===== config.mk =====
export PLATFORM = sky130hd
export DESIGN_NAME = rdd_ctrl
export DESIGN_NICKNAME = d
export VERILOG_FILES = /design/src/rtl/rdd_pkg.sv /design/src/rtl/rdd_ctrl.sv
export SDC_FILE = /design/constraint.sdc
export NUM_CORES = 1
export LEC_CHECK = 0
export ABC_AREA = 1
export BUFFER_PORTS_ARGS = -buffer_cell sky130_fd_sc_hd__buf_2
export CAP_MARGIN = 5
export CORE_ASPECT_RATIO = 2
export CORE_MARGIN = 4
export CORE_UTILIZATION = 55
export CTS_CLUSTER_SIZE = 16
export DETAILED_ROUTE_END_ITERATION = 8
export GPL_TIMING_DRIVEN = 1
export PLACE_DENSITY = 0.84
export SLEW_MARGIN = 20
export SYNTH_ARGS = -nofsm -noshare
export SYNTH_HDL_FRONTEND = slang
export SYNTH_SLANG_ARGS = --single-unit
export TNS_END_PERCENT = 20

===== constraint.sdc =====
create_clock -name i_clk -period 2.3 [get_ports i_clk]
set_clock_uncertainty 0.15 [all_clocks]
set_input_delay 0.115 -clock i_clk [delete_from_list [all_inputs] [get_ports i_clk]]
set_output_delay 0.115 -clock i_clk [all_outputs]
set_load 0.05 [all_outputs]

===== src/rtl/rdd_pkg.sv =====
// Shared types and constants for the resource deadlock detector.
// Holds the item kinds, datapath operation codes, configuration register
// indexes and the command/status structs between controller and datapath.
package rdd_pkg;

    // Configuration register widths and reset values.
    localparam int PCOUNT_W   = 5;
    localparam int RCOUNT_W   = 4;
    localparam int CFG_DATA_W = 5;
    localparam int CFG_IDX_W  = 2;

    localparam logic [PCOUNT_W-1:0]  PCOUNT_RST = 5'd16;
    localparam logic [RCOUNT_W-1:0]  RCOUNT_RST = 4'd8;

    localparam logic [CFG_IDX_W-1:0] CFG_PROC_COUNT = 2'd0;
    localparam logic [CFG_IDX_W-1:0] CFG_RES_COUNT  = 2'd1;

    typedef enum logic [1:0] {
        KIND_REQ   = 2'd0,
        KIND_ALLOC = 2'd1,
        KIND_AVAIL = 2'd2,
        KIND_RUN   = 2'd3
    } t_kind;

    typedef enum logic [2:0] {
        OP_NONE        = 3'd0,
        OP_LOAD_REQ    = 3'd1,
        OP_LOAD_ALLOC  = 3'd2,
        OP_LOAD_AVAIL  = 3'd3,
        OP_INIT        = 3'd4,
        OP_HOLD        = 3'd5,
        OP_FIT         = 3'd6,
        OP_ADD         = 3'd7
    } t_op;

    typedef struct packed {
        t_op  op;
        logic first;      // first resource column of a row pass
        logic last;       // last resource column of a row pass
        logic fin_clear;  // clear the finished mask at the start of a run
    } t_cmd;

    typedef struct packed {
        logic finished;   // finished bit of the addressed process
        logic fits;       // every request of the last checked row fits in work
    } t_status;

endpackage


===== src/rtl/rdd_ctrl.sv =====
// Controller of the deadlock detector: configuration registers, the run
// sequencer and the result register.
// Depends on rdd_pkg; drives rdd_dpath through t_cmd and reads t_status.
module rdd_ctrl
    import rdd_pkg::*;
#(
    parameter int MAX_PROCESSES = 16,
    parameter int MAX_RESOURCES = 8
) (
    input  logic                    i_clk,
    input  logic                    i_rst_n,
    input  logic                    i_in_valid,
    output logic                    o_in_stall,
    input  logic [1:0]              i_kind,
    input  logic [((MAX_PROCESSES > 1) ? $clog2(MAX_PROCESSES) : 1)-1:0] i_process_index,
    input  logic [((MAX_RESOURCES > 1) ? $clog2(MAX_RESOURCES) : 1)-1:0] i_resource_index,
    input  logic                    i_cfg_we,
    input  logic [CFG_IDX_W-1:0]    i_cfg_index,
    input  logic [CFG_DATA_W-1:0]   i_cfg_data,
    output logic                    o_out_valid,
    input  logic                    i_out_stall,
    output logic                    o_deadlock,
    output t_cmd                    o_cmd,
    output logic [((MAX_PROCESSES > 1) ? $clog2(MAX_PROCESSES) : 1)-1:0] o_p_idx,
    output logic [((MAX_RESOURCES > 1) ? $clog2(MAX_RESOURCES) : 1)-1:0] o_r_idx,
    input  t_status                 i_status
);

    localparam int PIDX_W = (MAX_PROCESSES > 1) ? $clog2(MAX_PROCESSES) : 1;
    localparam int RIDX_W = (MAX_RESOURCES > 1) ? $clog2(MAX_RESOURCES) : 1;
    localparam int PCNT_W = $clog2(MAX_PROCESSES + 1);

    typedef enum logic [3:0] {
        S_IDLE,
        S_INIT,
        S_HOLD,
        S_SETTLE,
        S_SCAN,
        S_FIT,
        S_FIT_WAIT,
        S_DECIDE,
        S_ADD,
        S_DONE
    } t_state;

    t_state              r_state, n_state;
    logic [PCOUNT_W-1:0] r_proc_count;
    logic [RCOUNT_W-1:0] r_res_count;
    logic [PCNT_W-1:0]   r_p, n_p;
    logic [RIDX_W-1:0]   r_r, n_r;
    logic                r_seen, n_seen;
    logic                r_out_vld, n_out_vld;
    logic                r_deadlock, n_deadlock;

    logic [PCNT_W-1:0]   np;
    logic [RIDX_W-1:0]   last_col;
    logic                in_acc;
    logic                p_ok;
    logic                r_ok;

    // Counts of zero act as one and counts above the maximum saturate.
    always_comb begin
        if (r_proc_count == '0) begin
            np = PCNT_W'(1);
        end else if (int'(r_proc_count) > MAX_PROCESSES) begin
            np = PCNT_W'(MAX_PROCESSES);
        end else begin
            np = PCNT_W'(r_proc_count);
        end
        if (r_res_count == '0) begin
            last_col = '0;
        end else if (int'(r_res_count) > MAX_RESOURCES) begin
            last_col = RIDX_W'(MAX_RESOURCES - 1);
        end else begin
            last_col = RIDX_W'(int'(r_res_count) - 1);
        end
    end

    assign o_in_stall = (r_state != S_IDLE);
    assign in_acc     = i_in_valid && (r_state == S_IDLE);
    assign p_ok       = int'(i_process_index) < MAX_PROCESSES;
    assign r_ok       = int'(i_resource_index) < MAX_RESOURCES;

    always_comb begin
        n_state    = r_state;
        n_p        = r_p;
        n_r        = r_r;
        n_seen     = r_seen;
        n_deadlock = r_deadlock;
        n_out_vld  = r_out_vld && i_out_stall;

        o_cmd.op        = OP_NONE;
        o_cmd.first     = (r_r == '0);
        o_cmd.last      = (r_r == last_col);
        o_cmd.fin_clear = 1'b0;
        o_p_idx         = r_p[PIDX_W-1:0];
        o_r_idx         = r_r;

        case (r_state)
            S_IDLE: begin
                o_p_idx = i_process_index;
                o_r_idx = i_resource_index;
                if (in_acc) begin
                    case (t_kind'(i_kind))
                        KIND_REQ: begin
                            if (p_ok && r_ok) begin
                                o_cmd.op = OP_LOAD_REQ;
                            end
                        end
                        KIND_ALLOC: begin
                            if (p_ok && r_ok) begin
                                o_cmd.op = OP_LOAD_ALLOC;
                            end
                        end
                        KIND_AVAIL: begin
                            if (r_ok) begin
                                o_cmd.op = OP_LOAD_AVAIL;
                            end
                        end
                        KIND_RUN: begin
                            o_cmd.fin_clear = 1'b1;
                            n_r             = '0;
                            n_state         = S_INIT;
                        end
                        default: begin
                            o_cmd.op = OP_NONE;
                        end
                    endcase
                end
            end
            S_INIT: begin
                o_cmd.op = OP_INIT;
                if (r_r == last_col) begin
                    n_r     = '0;
                    n_p     = '0;
                    n_state = S_HOLD;
                end else begin
                    n_r = r_r + 1'b1;
                end
            end
            S_HOLD: begin
                o_cmd.op = OP_HOLD;
                if (r_r == last_col) begin
                    n_r = '0;
                    if (r_p == np - 1'b1) begin
                        n_state = S_SETTLE;
                    end else begin
                        n_p = r_p + 1'b1;
                    end
                end else begin
                    n_r = r_r + 1'b1;
                end
            end
            S_SETTLE: begin
                // Lets the last work and finished writes land, then rescans.
                n_p     = '0;
                n_seen  = 1'b0;
                n_state = S_SCAN;
            end
            S_SCAN: begin
                if (r_p == np) begin
                    n_state = S_DONE;
                end else if (i_status.finished) begin
                    n_p = r_p + 1'b1;
                end else begin
                    n_r     = '0;
                    n_state = S_FIT;
                end
            end
            S_FIT: begin
                o_cmd.op = OP_FIT;
                if (r_r == last_col) begin
                    n_state = S_FIT_WAIT;
                end else begin
                    n_r = r_r + 1'b1;
                end
            end
            S_FIT_WAIT: begin
                n_state = S_DECIDE;
            end
            S_DECIDE: begin
                if (i_status.fits) begin
                    n_r     = '0;
                    n_state = S_ADD;
                end else begin
                    // An unfinished process was passed over in this sweep.
                    n_seen  = 1'b1;
                    n_p     = r_p + 1'b1;
                    n_state = S_SCAN;
                end
            end
            S_ADD: begin
                o_cmd.op = OP_ADD;
                if (r_r == last_col) begin
                    n_state = S_SETTLE;
                end else begin
                    n_r = r_r + 1'b1;
                end
            end
            S_DONE: begin
                if (!r_out_vld || !i_out_stall) begin
                    n_out_vld  = 1'b1;
                    n_deadlock = r_seen;
                    n_state    = S_IDLE;
                end
            end
            default: begin
                n_state = S_IDLE;
            end
        endcase
    end

    always_ff @(posedge i_clk) begin
        if (!i_rst_n) begin
            r_state      <= S_IDLE;
            r_out_vld    <= 1'b0;
            r_proc_count <= PCOUNT_RST;
            r_res_count  <= RCOUNT_RST;
            r_p          <= '0;
            r_r          <= '0;
            r_seen       <= 1'b0;
        end else begin
            r_state   <= n_state;
            r_out_vld <= n_out_vld;
            r_p       <= n_p;
            r_r       <= n_r;
            r_seen    <= n_seen;
            if (i_cfg_we && i_cfg_index == CFG_PROC_COUNT) begin
                r_proc_count <= i_cfg_data[PCOUNT_W-1:0];
            end
            if (i_cfg_we && i_cfg_index == CFG_RES_COUNT) begin
                r_res_count <= i_cfg_data[RCOUNT_W-1:0];
            end
        end
        r_deadlock <= n_deadlock;
    end

    assign o_out_valid = r_out_vld;
    assign o_deadlock  = r_deadlock;

    a_col_in_range: assert property (@(posedge i_clk) disable iff (!i_rst_n)
        (r_state == S_INIT || r_state == S_HOLD || r_state == S_FIT || r_state == S_ADD)
        |-> (r_r <= last_col))
        else $error("resource column beyond the active count");

    a_done_after_sweep: assert property (@(posedge i_clk) disable iff (!i_rst_n)
        (r_state == S_DONE && $past(r_state) == S_SCAN) |-> ($past(r_p) == $past(np)))
        else $error("run finished before the sweep covered every process");

    a_fit_goes_add: assert property (@(posedge i_clk) disable iff (!i_rst_n)
        (r_state == S_DECIDE && i_status.fits) |=> (r_state == S_ADD && r_r == '0))
        else $error("fitting process was not released");

endmodule


# After elaboration in Yosys (flattened, before gate mapping)
# Cells that the tools add are included.
[totals]
output_inout_bits = 16
elab_cells = 113
regBits = 24
input_bits = 23
[classes]
eq_ne = 32
n_reduce_logical = 24
n_addsub = 4
mux = 43
magnitude_cmp = 2
[op_table]
columns = ["cell", "count"]
rows = [
  ["4-bit two-way mux", 12],
  ["5-bit two-way mux", 8],
  ["4-bit case mux with 10 select lines", 1],
  ["3-bit two-way mux", 10],
  ["3-bit case mux with 5 select lines", 2],
  ["2-bit inequality test (second input constant)", 14],
  ["5-bit case mux with 5 select lines", 1],
  ["4-bit by 3-bit equality test with 1-bit output (second input constant)", 4],
  ["7-bit AND reduction", 2],
  ["5-bit equality test", 2],
  ["5-bit nonzero test", 2],
  ["9-bit AND reduction", 1],
  ["4-bit by 2-bit equality test with 1-bit output (second input constant)", 2],
  ["4-bit equality test (second input constant)", 2],
  ["4-bit logical NOT", 2],
  ["1-bit two-way mux", 6],
  ["2-bit case mux with 3 select lines", 1],
  ["5-bit by 1-bit adder with 5-bit output (second input constant)", 1],
  ["5-bit greater-than comparator (second input constant)", 1],
  ["5-bit logical NOT", 1],
  ["5-bit by 1-bit subtractor with 5-bit output (second input constant)", 1],
  ["2-bit by 1-bit equality test with 1-bit output (second input constant)", 2],
  ["2-bit equality test (second input constant)", 2],
  ["4-bit by 1-bit equality test with 1-bit output (second input constant)", 1],
  ["other kinds (17)", 24],
]

# Longest topological paths before layout
[depth]
ltp_word = 8
depth_mapped = 18

# Worst setup path after synthesis
# No wires, ideal clock.
[synth_path]
kind = "register to output"
from = "register r_state[3]"
to = "output o_p_idx[0] (netlist name)"
arrival_ns = 2.302
setup_slack_ns = -0.267
stages_incl_launch_ff = 8
cell_sequence = "dfxtp_1 inv_2 nand2_2 inv_2 nand2_2 inv_2 clkbuf_1 o21ai_0"
[synth_via]
elab_chain_len = 2
[synth_rtl]
columns = ["item", "line", "text"]
rows = [
  ["from (decl)", "rdd_ctrl.sv:46", "t_state r_state, n_state;"],
  ["from (signal assigned)", "rdd_ctrl.sv:223", "r_state <= n_state;"],
  ["4-bit logical NOT", "rdd_ctrl.sv:99", "case (r_state)"],
  ["4-bit two-way mux", "rdd_ctrl.sv:99", ""],
  ["to (decl)", "rdd_ctrl.sv:24", "output logic [((MAX_PROCESSES > 1) ? $clog2(MAX_PROCESSES) : 1)-1:0] o_p_idx,"],
]
# No other way between the ends.

# Worst setup path in the final report
[layout_path]
from = "register r_proc_count[1]"
to = "register r_state[3]"
[layout_via]
elab_chain_len = 7
[layout_rtl]
columns = ["item", "line", "text"]
rows = [
  ["from (decl)", "rdd_ctrl.sv:47", "logic [PCOUNT_W-1:0] r_proc_count;"],
  ["from (signal assigned)", "rdd_ctrl.sv:229", "r_proc_count <= i_cfg_data[PCOUNT_W-1:0];"],
  ["5-bit greater-than comparator", "rdd_ctrl.sv:65", "end else if (int'(r_proc_count) > MAX_PROCESSES) begin"],
  ["5-bit two-way mux", "rdd_ctrl.sv:65", ""],
  ["5-bit two-way mux *", "rdd_ctrl.sv:63", "if (r_proc_count == '0) begin"],
  ["5-bit by 1-bit subtractor with 5-bit output", "rdd_ctrl.sv:145", "if (r_p == np - 1'b1) begin"],
  ["5-bit equality test", "rdd_ctrl.sv:145", ""],
  ["2-bit inequality test (no source line)", "-", ""],
  ["9-bit AND reduction (no source line)", "-", ""],
]
# Mark *: on every way between the ends. The rest lies on a longest branch, timed or not.
# A chain may end at the register's enable or synchronous reset.

==> impl_metrics.py <==
metrics = {
    "grt": {
        "grt_first_pass_wirelength_mm": 8.07,
        "antenna_found_initial": 0,
        "grt_overflow": 0,
        "grt_max_degree": 17,
        "grt_pass1_vias": 2049,
        "grt-busiest-layer": "met2",
        "grtUsageMet3": 0.0281,
        "met1_usage": 0.206,
        "grt_usage": 0.221,
        "met2_usage": 0.429,
    },
    "detailed_routing": {
        "vias": 2125,
        "ant_nets": 0,
        "routed_via_density": 5.51,
        "firstDrtPassIters": 4,
        "drt_wl_total_mm": 5.05,
        "drt_first_iter_violations": 59,
        "drc": 0,
        "post_drt_wl_per_cell_um": 13.1,
    },
    "critical_path": {
        "worstPathArrival_ps": 2370,
        "critPathMaxStageDelay_ps": 350,
        "critPathSlowestCell": "dfxtp_2",
        "crit_family": "simple AND/OR/NAND/NOR gates",
        "r2r_start": "r_proc_count[1]",
        "reg2reg_setup_slack_ps": -50,
        "cpMostUsedCell": "nand2_2",
        "worstRegToRegCells": 15,
        "critPathRequiredTime_ps": 2320,
        "worstSetupPathType": "flip-flop to flip-flop",
        "cp-start-kind": "flip-flop",
        "cp_max_fo": 5,
        "path_buf_inv": 0,
        "end_kind": "flip-flop",
        "timing.rr.end": "r_state[3]",
        "path_cells": "nor2_2, nand2_2, nand2_4, nand2_4, ha_4, xor2_1, nand2_1, nor2_2, nand2_2, nor2_4, nand4_1, nand2_2, nand3_2, nand2_2, nor2_1",
    },
    "synth": {
        "avgSynthCellArea_um2": 6.27,
        "ys_seq_elements": 24,
        "yosys_warnings": 0,
        "synthesis.area_mm2": 0.00189,
        "ys_seq_area_frac": 0.260,
        "synthCells": 301,
        "syn-num-nets": 332,
        "synthDistinctLibCells": 30,
    },
    "layout": {
        "insertedDiodeCount": 0,
        "drive_gt1_frac": 0.290,
        "final_cells": 386,
        "postLayoutCoreUtil": 0.731,
        "area_growth_pct": 25.2,
        "layout.nets": 387,
        "layout_common_cells": "nand2_1, buf_2, inv_1, nor2_1, nand3_1",
        "final_common_cell": "nand2_1",
    },
    "timing": {
        "max_freq_mhz": 425,
        "slew_violations": 0,
        "tightest_slew_ps": 565,
        "post-route-period-util": 1.02,
        "finalSetupViolCount": 4,
        "finalHoldViolCount": 2,
        "rsz0062_at_grt": "yes",
        "slew_headroom": 0.620,
        "fin_crit_ps": 2350,
        "fin_hold_ws_ps": -3.63,
        "worst_slack_ps": -51.3,
    },
    "power_and_ir_drop": {
        "ir_drop_mv": 0.782,
        "power_density_mw_per_mm2": 1050,
        "p_int_w": 0.00109,
        "swShare": 0.559,
        "p_comb_frac": 0.667,
        "power_frac_seq": 0.216,
        "p_clk_frac": 0.117,
        "p_leak_nw": 1.14,
        "p_switching_w": 0.00138,
    },
    "floorplanning": {
        "die_x_um": 49.4,
        "dieArea_mm2": 0.00449,
        "io_pins": 39,
        "die_h_um": 90.8,
        "start_util": 0.584,
        "core_mm2": 0.00323,
        "rows": 29,
    },
    "place": {
        "port_buffers": 38,
        "hpwl_mm": 3.65,
        "post-place-ws_ps": 56.3,
        "dp.cells": 367,
        "gp_congestion": 0.921,
    },
    "clocking": {
        "cts_root_buf": "clkbuf_8",
        "cts_sinks": 24,
        "clock_latency_ps": 270,
        "cts_tree": "done",
        "htree_levels": 1,
        "cts.clk_slew.worst_paths_ps": 80,
        "numCtsBuffers": 3,
        "clockBufferDepth": 2,
    },
    "flow_run": {
        "maxCapViolations": 0,
    },
    "hold_path": {
        "hold_depth": 3,
        "hp-class": "input pin to flip-flop",
        "min_to": "r_res_count[0]",
        "worstHoldStart": "i_cfg_data[0]",
    },
    "run_status": {
        "outcome": "finished with violations",
        "violations": "negative hold slack, negative setup slack",
    },
}
==> cell type report <==
cell class	instances	area, um^2
tap	31	38.8
sequential	24	500
clock buffer	4	55.1
fill	270	867
multi-input combinational	231	1290
timing repair buffer	53	318
inverter	43	161
==> worst max-delay path by stage <==
stage	slack (ps)	endpoint	from	cells past startpoint
after floorplan	-270	o_p_idx[0]	r_state[3]	7
after global placement	100	r_p[0]	r_proc_count[2]	17
after detailed placement	60	r_p[1]	r_proc_count[2]	16
after CTS	10	r_state[1]	r_proc_count[3]	17
after global routing	-240	r_state[3]	r_proc_count[1]	15
final	-50	r_state[3]	r_proc_count[1]	15
==> worst register-to-register path, delay by kind of cell (launching register included) <==
kind	cells	cell delay (ps)
adder cells (fa/ha/maj)	1	270
AND/OR/NAND/NOR	13	1370
flip-flops	1	350
XOR/XNOR	1	130
==> power by group through the flow <==
stage / clock network, W / registers (W) / logic, W
6_report: 0.000290 / 0.000534 / 0.00165
5_1_grt: 0.000307 / 0.000542 / 0.00182
4_1_cts: 0.000291 / 0.000533 / 0.00161
3_5_place_dp: 0 / 0.000542 / 0.00158
3_3_place_gp: 0 / 0.000541 / 0.00156
2_1_floorplan: 0 / 0.000538 / 0.00128
==> cell families (layout without fill, tap and decap cells) <==
| family | Yosys count | in the layout | synth area share |
|---|---|---|---|
| compound gates | 46 | 46 | 0.134 |
| buf+inv | 46 | 100 | 0.0935 |
| fa+ha+maj | 8 | 8 | 0.0531 |
| flops | 24 | 24 | 0.260 |
| xor+xnor | 6 | 6 | 0.0279 |
| simple gates | 171 | 171 | 0.432 |
==> routing by layer <==
metal  wire, um  vias up
li1           -     1082
met1       1780      940
met2       2720       75
met3        256       28
met4        291        0
met5          0        -
==> stage by stage <==
stage | total power [W] | hold WS [ps] | instance area (um^2) | TNS [ps]
floorplan | 0.00182 | 95.4 | 1890 | -1890
global placement | 0.00210 | 190 | 2100 | 0
detailed placement | 0.00212 | 187 | 2100 | 0
CTS | 0.00244 | 4.91 | 2280 | 0
global route | 0.00266 | 38.8 | 2360 | -1640
finish | 0.00248 | -3.63 | 2360 | -149
==> state kept, by name (all words and copies together) (netlist names) <==
name          count
o_deadlock        1
r_p               5
r_r               3
r_seen            1
o_out_valid       1
r_res_count       4
r_state           4
r_proc_count      5
==> Yosys cell counts (all sizes together) <==
cell | number | area [um^2]
buf | 1 | 7.51
xnor2 | 3 | 26.3
o22ai | 1 | 6.26
dfxtp | 23 | 460
a211oi | 1 | 7.51
o31ai | 1 | 7.51
o21ai | 25 | 136
clkbuf | 2 | 7.51
nor2 | 42 | 210
and2 | 1 | 8.76
nand4 | 6 | 43.8
nand2 | 87 | 367
ha | 8 | 100
nand3 | 26 | 130
inv | 43 | 161
xor2 | 3 | 26.3
nand3b | 3 | 22.5
o211ai | 2 | 15.0
nor3 | 4 | 20.0
a21oi | 16 | 80.1
nor4 | 2 | 12.5
edfxtp | 1 | 30.0
==> what timing repair did <==
| action | CTS | global route |
|---|---|---|
| buffers inserted | 6 | 3 |
| gates cloned | 0 | 0 |
| hold buffers | 6 | 0 |
| endpoints found under the setup margin | 8 | 8 |
| gates resized for setup | 6 | 18 |
| pin swaps | 3 | 9 |
| endpoints found under the hold margin | 6 | 0 |
Note: power is estimated with default switching activity, not from simulation.
